[config.mk]
export PLATFORM = sky130hd
export DESIGN_NAME = byte_alphabet_remapper_unit
export DESIGN_NICKNAME = d
export VERILOG_FILES = /design/src/rtl/bar_pkg.sv /design/src/rtl/bar_ram.sv /design/src/rtl/bar_ctrl.sv /design/src/rtl/bar_dp.sv /design/src/rtl/byte_alphabet_remapper_unit.sv
export SDC_FILE = /design/constraint.sdc
export NUM_CORES = 2
export LEC_CHECK = 0
export BUFFER_PORTS_ARGS = -buffer_cell sky130_fd_sc_hd__buf_2
export CAP_MARGIN = 20
export CELL_PAD_IN_SITES_DETAIL_PLACEMENT = 1
export CELL_PAD_IN_SITES_GLOBAL_PLACEMENT = 1
export CORE_MARGIN = 4
export CORE_UTILIZATION = 30
export CTS_CLUSTER_SIZE = 28
export DETAILED_ROUTE_END_ITERATION = 10
export HOLD_SLACK_MARGIN = 0.08
export PLACE_DENSITY = 0.59
export SLEW_MARGIN = 20
export SYNTH_ARGS = -nofsm -noshare
export SYNTH_HDL_FRONTEND = slang
export SYNTH_SLANG_ARGS = --single-unit
[constraint.sdc]
create_clock -name clk -period 24.8 [get_ports clk]
set_clock_uncertainty 0.1 [all_clocks]
set_input_delay 4.96 -clock clk [delete_from_list [all_inputs] [get_ports clk]]
set_output_delay 4.96 -clock clk [all_outputs]
set_load 0.03 [all_outputs]
[src/rtl/bar_pkg.sv]
package bar_pkg;

	localparam int NUM_VALUES   = 256;
	localparam int BYTE_W       = 8;
	localparam int COUNT_W      = 9;
	localparam int CFG_ADDR_W   = 3;
	localparam int CFG_DATA_W   = 32;

	localparam logic [BYTE_W-1:0] MIN_CODE_RESET = 8'd2;

	// register index taken from paddr[2]
	localparam logic REG_MIN_VALID_CODE = 1'b0;

	typedef struct packed {
		logic              action;
		logic [BYTE_W-1:0] in_byte;
		logic              last;
	} in_t;

	typedef struct packed {
		logic [BYTE_W-1:0]  out_byte;
		logic [COUNT_W-1:0] alphabet_size;
		logic               remap_active;
		logic               too_many_symbols;
		logic               pass_done;
	} out_t;

	typedef struct packed {
		logic capture;
		logic set_presence;
		logic clear_presence;
		logic ram_re;
		logic count_init;
		logic count_step;
		logic eval;
		logic walk_step;
		logic out_load;
	} cmd_t;

	typedef struct packed {
		logic count_last;
		logic remap_go;
		logic walk_done;
		logic out_free;
	} sts_t;

endpackage

[src/rtl/bar_ram.sv]
module bar_ram #(
	parameter int WIDTH = 8,
	parameter int DEPTH = 256
) (
	input  logic                     clk,
	input  logic                     we,
	input  logic [$clog2(DEPTH)-1:0] waddr,
	input  logic [WIDTH-1:0]         wdata,
	input  logic                     re,
	input  logic [$clog2(DEPTH)-1:0] raddr,
	output logic [WIDTH-1:0]         rdata
);

	logic [WIDTH-1:0] mem_q [DEPTH];

	always_ff @(posedge clk) begin
		if (we) begin
			mem_q[waddr] <= wdata;
		end
		if (re) begin
			rdata <= mem_q[raddr];
		end
	end

endmodule

[src/rtl/bar_ctrl.sv]
module bar_ctrl (
	input  logic          clk,
	input  logic          arst_n,
	input  logic          item_valid,
	input  logic          item_action,
	input  logic          item_last,
	output logic          item_stall,
	input  bar_pkg::sts_t sts,
	output bar_pkg::cmd_t cmd
);

	typedef enum logic [2:0] {
		ST_IDLE,
		ST_COUNT,
		ST_EVAL,
		ST_WALK,
		ST_EMIT
	} state_t;

	state_t state_q;
	logic   accept;

	assign item_stall = (state_q != ST_IDLE);
	assign accept     = item_valid && (state_q == ST_IDLE);

	always_comb begin
		cmd                = '0;
		cmd.capture        = accept;
		cmd.set_presence   = accept && !item_action;
		cmd.clear_presence = accept && item_action && item_last;
		cmd.ram_re         = accept && item_action;
		cmd.count_init     = accept && !item_action && item_last;
		case (state_q)
			ST_COUNT: cmd.count_step = 1'b1;
			ST_EVAL:  cmd.eval       = 1'b1;
			ST_WALK:  cmd.walk_step  = !sts.walk_done;
			ST_EMIT:  cmd.out_load   = sts.out_free;
			default: ;
		endcase
	end

	always_ff @(posedge clk or negedge arst_n) begin
		if (!arst_n) begin
			state_q <= ST_IDLE;
		end else begin
			case (state_q)
				ST_IDLE: begin
					if (accept) begin
						state_q <= (!item_action && item_last) ? ST_COUNT : ST_EMIT;
					end
				end
				ST_COUNT: begin
					if (sts.count_last) begin
						state_q <= ST_EVAL;
					end
				end
				ST_EVAL: begin
					state_q <= sts.remap_go ? ST_WALK : ST_EMIT;
				end
				ST_WALK: begin
					if (sts.walk_done) begin
						state_q <= ST_EMIT;
					end
				end
				ST_EMIT: begin
					if (sts.out_free) begin
						state_q <= ST_IDLE;
					end
				end
				default: state_q <= ST_IDLE;
			endcase
		end
	end

	assert property (@(posedge clk) disable iff (!arst_n)
		cmd.count_init |=> state_q == ST_COUNT)
		else $error("last scan beat did not start the count sweep");

	assert property (@(posedge clk) disable iff (!arst_n)
		cmd.walk_step |-> $past(state_q) == ST_EVAL || $past(state_q) == ST_WALK)
		else $error("walk step outside of map build");

endmodule

[src/rtl/bar_dp.sv]
module bar_dp (
	input  logic                        clk,
	input  logic                        arst_n,
	input  bar_pkg::cmd_t               cmd,
	input  bar_pkg::in_t                item,
	input  logic [bar_pkg::BYTE_W-1:0]  min_code,
	output bar_pkg::sts_t               sts,
	output bar_pkg::out_t               result,
	output logic                        result_valid,
	input  logic                        result_stall
);

	localparam int IDX_W = $clog2(bar_pkg::NUM_VALUES);

	logic [bar_pkg::NUM_VALUES-1:0] presence_q;

	logic                          action_q;
	logic [bar_pkg::BYTE_W-1:0]    byte_q;
	logic                          last_q;

	logic [IDX_W-1:0]              cnt_q;
	logic [bar_pkg::COUNT_W-1:0]   distinct_q;
	logic                          low_q;

	logic [bar_pkg::COUNT_W-1:0]   symbol_q;
	logic                          remap_q;
	logic                          err_q;
	logic [bar_pkg::BYTE_W-1:0]    lrv_q;

	logic [IDX_W:0]                walk_q;
	logic [IDX_W:0]                next_code_q;

	logic                          cnt_bit;
	logic [bar_pkg::COUNT_W-1:0]   sum;
	logic                          too_many;
	logic [IDX_W-1:0]              walk_idx;
	logic                          walk_bit;
	logic [bar_pkg::BYTE_W-1:0]    ram_wdata;
	logic [bar_pkg::BYTE_W-1:0]    ram_rdata;
	logic [bar_pkg::BYTE_W-1:0]    mapped;
	bar_pkg::out_t                 next_out;

	assign cnt_bit  = presence_q[cnt_q];
	assign sum      = distinct_q + 9'd1;
	assign too_many = low_q && ({1'b0, sum} >
		(10'(bar_pkg::NUM_VALUES) - {2'b00, min_code}));
	assign walk_idx = walk_q[IDX_W-1:0];
	assign walk_bit = presence_q[walk_idx];
	assign ram_wdata = walk_bit ? next_code_q[bar_pkg::BYTE_W-1:0] : '0;

	assign sts.count_last = (cnt_q == IDX_W'(bar_pkg::NUM_VALUES - 1));
	assign sts.remap_go   = low_q && !too_many;
	assign sts.walk_done  = walk_q[IDX_W] || (walk_q >= next_code_q);
	assign sts.out_free   = !result_valid || !result_stall;

	bar_ram #(
		.WIDTH(bar_pkg::BYTE_W),
		.DEPTH(bar_pkg::NUM_VALUES)
	) u_code_table (
		.clk  (clk),
		.we   (cmd.walk_step),
		.waddr(walk_idx),
		.wdata(ram_wdata),
		.re   (cmd.ram_re),
		.raddr(item.in_byte),
		.rdata(ram_rdata)
	);

	always_ff @(posedge clk or negedge arst_n) begin
		if (!arst_n) begin
			presence_q <= '0;
		end else if (cmd.clear_presence) begin
			presence_q <= '0;
		end else if (cmd.set_presence) begin
			presence_q[item.in_byte] <= 1'b1;
		end
	end

	always_ff @(posedge clk) begin
		if (cmd.capture) begin
			action_q <= item.action;
			byte_q   <= item.in_byte;
			last_q   <= item.last;
		end
	end

	// presence sweep
	always_ff @(posedge clk) begin
		if (cmd.count_init) begin
			cnt_q      <= '0;
			distinct_q <= '0;
			low_q      <= 1'b0;
		end else if (cmd.count_step) begin
			cnt_q      <= cnt_q + IDX_W'(1);
			distinct_q <= distinct_q + 9'(cnt_bit);
			low_q      <= low_q || (cnt_bit && (cnt_q < min_code));
		end
	end

	always_ff @(posedge clk or negedge arst_n) begin
		if (!arst_n) begin
			symbol_q <= 9'd1;
			remap_q  <= 1'b0;
			err_q    <= 1'b0;
			lrv_q    <= '0;
		end else if (cmd.eval) begin
			symbol_q <= sum;
			remap_q  <= low_q && !too_many;
			err_q    <= too_many;
			lrv_q    <= '0;
		end else if (cmd.walk_step && walk_bit) begin
			lrv_q <= walk_idx;
		end
	end

	// map build walk
	always_ff @(posedge clk) begin
		if (cmd.eval) begin
			walk_q      <= '0;
			next_code_q <= {1'b0, min_code};
		end else if (cmd.walk_step) begin
			walk_q <= walk_q + (IDX_W+1)'(1);
			if (walk_bit) begin
				next_code_q <= next_code_q + (IDX_W+1)'(1);
			end
		end
	end

	assign mapped = (remap_q && (byte_q <= lrv_q)) ? ram_rdata : byte_q;

	always_comb begin
		next_out.out_byte         = action_q ? mapped : byte_q;
		next_out.alphabet_size    = symbol_q;
		next_out.remap_active     = remap_q;
		next_out.too_many_symbols = err_q;
		next_out.pass_done        = last_q;
	end

	always_ff @(posedge clk or negedge arst_n) begin
		if (!arst_n) begin
			result_valid <= 1'b0;
		end else if (cmd.out_load) begin
			result_valid <= 1'b1;
		end else if (!result_stall) begin
			result_valid <= 1'b0;
		end
	end

	always_ff @(posedge clk) begin
		if (cmd.out_load) begin
			result <= next_out;
		end
	end

	assert property (@(posedge clk) disable iff (!arst_n)
		!(remap_q && err_q))
		else $error("map active together with error flag");

	assert property (@(posedge clk) disable iff (!arst_n)
		!remap_q |-> lrv_q == '0)
		else $error("largest remapped value set without a map");

	assert property (@(posedge clk) disable iff (!arst_n)
		(cmd.walk_step && walk_bit) |-> ram_wdata >= min_code)
		else $error("code written below the minimum valid code");

	assert property (@(posedge clk) disable iff (!arst_n)
		cmd.out_load |-> sts.out_free)
		else $error("result register overwritten while stalled");

endmodule

[src/rtl/byte_alphabet_remapper_unit.sv]
// scan beats and remap beats: captured on accept, then loaded into the result register in the emit state
// last scan beat: presence sweep over all 256 values, an evaluate step, then a map walk over the values
//   (at most 255 visited) only when a map is built, then the emit state loads the result
// result register decouples output stall; next beat is taken while a result waits
// reset: presence map, alphabet size (one), flags and min_valid_code (2) reset at once
// code table ram holds no reset value and gets no clearing pass
module byte_alphabet_remapper_unit (
	input  logic                              clk,
	input  logic                              arst_n,
	input  logic                              psel,
	input  logic                              penable,
	input  logic                              pwrite,
	input  logic [bar_pkg::CFG_ADDR_W-1:0]    paddr,
	input  logic [bar_pkg::CFG_DATA_W-1:0]    pwdata,
	output logic [bar_pkg::CFG_DATA_W-1:0]    prdata,
	output logic                              pready,
	input  logic                              item_valid,
	output logic                              item_stall,
	input  bar_pkg::in_t                      item,
	output logic                              result_valid,
	input  logic                              result_stall,
	output bar_pkg::out_t                     result
);

	logic [bar_pkg::BYTE_W-1:0] min_code_q;
	bar_pkg::cmd_t              cmd;
	bar_pkg::sts_t              sts;

	assign pready = 1'b1;

	always_ff @(posedge clk or negedge arst_n) begin
		if (!arst_n) begin
			min_code_q <= bar_pkg::MIN_CODE_RESET;
		end else if (psel && penable && pwrite
			&& (paddr[2] == bar_pkg::REG_MIN_VALID_CODE)) begin
			min_code_q <= pwdata[bar_pkg::BYTE_W-1:0];
		end
	end

	assign prdata = (paddr[2] == bar_pkg::REG_MIN_VALID_CODE)
		? {{(bar_pkg::CFG_DATA_W-bar_pkg::BYTE_W){1'b0}}, min_code_q} : '0;

	bar_ctrl u_ctrl (
		.clk        (clk),
		.arst_n     (arst_n),
		.item_valid (item_valid),
		.item_action(item.action),
		.item_last  (item.last),
		.item_stall (item_stall),
		.sts        (sts),
		.cmd        (cmd)
	);

	bar_dp u_dp (
		.clk         (clk),
		.arst_n      (arst_n),
		.cmd         (cmd),
		.item        (item),
		.min_code    (min_code_q),
		.sts         (sts),
		.result      (result),
		.result_valid(result_valid),
		.result_stall(result_stall)
	);

endmodule
==> results <==
- The number of enable flip-flop cells after synthesis is 2094.
- In the synthesized netlist the dominant register cell turns out to be edfxtp_1.
- By area the synthesized netlist is led by edfxtp_1 64%, mux4_2 18%, dfrtp_1 7.3%, nor2_1 2.3%, a21oi_1 1.5%.
- After floorplanning, the core was divided into 209 placement rows.
- No sink is reached through more buffers than the 4 on the longest clock path.
- Summing all non-filler instances in the final layout gives an area of 112000 sq um.
- Hold timing on the final database bottoms out at a slack of ~0.36 ns.
- The worst flop-to-flop path endpoint is u_dp.u_code_table.mem_q[246][3].
- The number of instances on the worst hold path is 0.
- Of the cells placed in the final design, the portion with a size suffix greater than 1 is 0.264.
- After detailed routing, the number of vias per cell comes to 5.14.
- The sort of element at the end of the critical path is an output port.
- The overall routed net length is between 200000 and 300000 microns.
- Of the total power, the clock network draws 0.398.
- Counting flops with an async set or reset pin after synthesis yields a share of 0.119.
- The floorplan step set the die width to about 580 microns.
- The power density over the cells is 86.9 nW/um^2.
- The relative slew slack is 0.239.
- The post-synthesis sequential element count is ~2400.
- The sequential share of the synthesized area is 0.721.
- The post-synthesis compound-gate area fraction is 0.0250.
- Based on the critical path, the design can be clocked at up to 95.1 MHz.
- The worst path arrival time is 5.45 ns.
- The biggest area contributor in the post-synthesis netlist is edfxtp_1.
- The count of nets after finishing is 5259.
- The count of buffers added on input and output ports is 55.
- The tool flagged a number of max-cap violations equal to 0.
- The number of iterations in the first detailed-routing pass is 5.
- At the end of routability-driven placement, the weighted congestion stood at between 0.7 and 0.8.
- The xor and xnor area share after synthesis is 0.00322.
- The number of violations reported at the end of detailed-routing iteration 0 is 4780.
- The sequential share of power is 0.493.
- The count of yosys warnings during synthesis is 0.
- In the global route stage, overall resource usage came out at 0.158.
- The worst-case IR drop observed on VDD is just over 0.00006 V.
- Of the post-synthesis cell area, the dominant cell type holds 0.642.
- The number of CTS-inserted buffers is between 200 and 250.
- The path class of the lowest-slack min-delay path is flip-flop to flip-flop.
- The number of different library cells in the post-synthesis netlist is 72.
- The initial antenna violation count is 12.
- The largest fanout on the critical path is 9.
- The startpoint identified for the worst register-to-register timing path is u_dp.walk_q[1].
- The count of clock tree sinks is 2409.
- The via count of the first global-routing pass is 52200.
- Summed over all nets, the half-perimeter wirelength after detailed placement is 160000 microns.
- The average cell area after synthesis is 19.3 sq um.
- The area growth from synthesis to layout is 14.2%.
- For the worst flop-to-flop path, the logic depth is 11.
- The clock tree synthesis step divided the H-tree into 4 levels.
- In the synthesized netlist, the number of instances is 5086.
- After synthesis the cells add up to 98000 sq um.
- The setup TNS is 0 ns.
- The cell sitting at the root of the clock tree is a clkbuf_16.
- The clock-pin transition on the worst setup and hold timing paths is roughly 0.06 ns.
- The number of hold-slack violations in the final timing report is 0.
- The number of nets with antenna violations after detailed routing is 0.
- The die is 580 microns tall.
- The full die area is roughly 340000 sq um.
- The post-cts resize count is 0.
- The simple-gate share of the synthesized area is 0.0376.
- The clock period minus final worst setup slack is 10.51 ns.
- By startpoint and endpoint, the worst setup path is classified as primary input to output port.
- Setup repair after global routing left no endpoint under its margin.
- The launch point of the worst hold path is u_dp.symbol_q[6].
- The TritonCTS clock tree is done.
- The overall overflow remaining after global route is 0.
- For this design the total switching power over the nets is roughly 2.4 mW.
- The post-CTS setup buffer count is 0.
- The worst hold path terminates at u_dp.result[9].
- Setup slack on the worst reg-to-reg path comes out at between 15 and 20 ns.
- Detailed routing inserted a total of 49900 vias.
- The worst setup path is launched from a primary input.
- The measured slew at the worst slew-check pin is 1.14 ns.
- For this run, design rule violations remaining after detail routing come to 0.
- At the worst endpoint, the required time is 19.74 ns.
- The I/O pin count is roughly 110.
- Dividing the final minimum period by the clock period gives 0.424.
- The later-pin clock latency in the skew report is 0.91 ns.
- The worst setup path startpoint is paddr[2].
- The cell leakage power is 36.6 nW.
- The count of final max-slew check failures was 0.
- The flow ran to the end, and the final reports show no timing, DRC or antenna violations.
- The placed cell area is just over 100000 sq um.
- The combinational family with the most area after synthesis is multiplexers.
- The floorplan step defined a core boundary enclosing 325000 sq um.
- The number of buffers inserted for hold repair after clock tree synthesis is 0.
- The initial cell density of the core is 0.302.
- Of the total synthesized cell area, the portion taken by full adders, half adders and majority gates is 0.00549.
- The combinational cell fraction of total power is 0.109.
- The largest net degree at the start of global routing is around 230.
- The first-pass GRT wire length is 389000 microns.
- The setup-violating endpoint count in the final report is 0.
- The average wire per cell in the routed design is roughly 28 microns.
- In the synthesized netlist, the cells that appear most often are 2094 x edfxtp_1, 776 x mux4_2, 603 x nor2_1.
- Of the post-synthesis cell area, the part taken by muxes is 0.189.
- The most repeated cell in the gate-level netlist after synthesis is edfxtp_1.
- Cell internal power was estimated by the tool at between 7 and 8 mW.
- The switching part of the total power is 0.251.
## state kept, by name, summed over array words and instances (netlist names), 3 cells and up
signal / count
u_dp.byte_q: 8
u_dp.symbol_q: 9
u_dp.cnt_q: 8
u_dp.walk_q: 9
u_ctrl.state_q: 3
u_dp.u_code_table.mem_q: 2048
u_dp.presence_q: 256
u_dp.result: 20
u_dp.lrv_q: 8
u_dp.distinct_q: 9
u_dp.u_code_table.rdata: 8
u_dp.next_code_q: 9
min_code_q: 8
## area by class of cell
class | instances | area [sq um]
timing repair buffer | 158 | 1230
tap | 4325 | 5410
multi-input combinational | 2303 | 26000
inverter | 43 | 161
sequential | 2409 | 70600
clock buffer | 282 | 6460
clock inverter | 171 | 1930
fill | 32300 | 213000
antenna | 3 | 7.51
## placed cells by master, fill, tap and decap left out, types with 26 or more instances in the layout
master     instances
clkinv_1          53
edfxtp_1        2094
nand2_1          120
o21ai_0           30
clkbuf_1          26
buf_4             94
dfrtp_1          285
nand3_1           41
mux2_2            37
buf_2             48
ha_1              43
a21oi_1          290
clkbuf_16        252
clkinv_2          48
mux2i_1           64
bufinv_16         39
inv_1             41
nor2_1           577
mux4_2           776
## how the worst max path moves through the flow
stage / to / cells past startpoint
final: prdata[3] / 3
after CTS: prdata[3] / 3
after global routing: prdata[3] / 3
after global placement: u_dp.u_code_table.rdata[1] / 12
after detailed placement: u_dp.u_code_table.rdata[1] / 12
after floorplan: prdata[0] / 2
## power groups by stage
| stage | clock network (mW) | registers [mW] | logic [mW] |
|---|---|---|---|
| after floorplan | 0 | 4.92 | 0.637 |
| after global routing | 4.12 | 4.80 | 1.14 |
| after CTS | 3.95 | 4.79 | 1.08 |
| final | 3.87 | 4.79 | 1.06 |
| after global placement | 0 | 4.88 | 1.04 |
| after detailed placement | 0 | 4.88 | 1.08 |
## per-stage QoR
step / instances / utilization / power (mW) / setup WS, ns
after CTS: 9687 / 0.344 / 9.83 / 14.27
final: 9694 / 0.344 / 9.72 / 14.29
after global routing: 9691 / 0.344 / 10.1 / 14.24
after detailed placement: 9234 / 0.318 / 5.96 / 13.97
after global placement: 9234 / 0.318 / 5.92 / 13.96
after floorplan: 5109 / - / 5.55 / 14.20
## layer usage
metal,global-route usage,vias up,part of all wire
met1,0.221,27200,0.43
met2,0.257,1555,0.48
met3,0.0260,407,0.060
met4,0.0388,2,0.024
met5,0,-,0.000048
li1,-,20700,-
## logic make-up (layout without fill, tap and decap cells)
group,count (synthesis),after routing
flops,2409,2409
simple gates,891,891
mux,880,880
compound gates,428,428
buf+inv,397,654
fa+ha+maj,43,43
xor+xnor,36,36
other cells,2,28
## critical path, cell delays in order
cell and delay (ns):
buf_2 0.16, nor2_1 0.12, buf_2 0.21
Note: power is estimated with default switching activity, not from simulation.
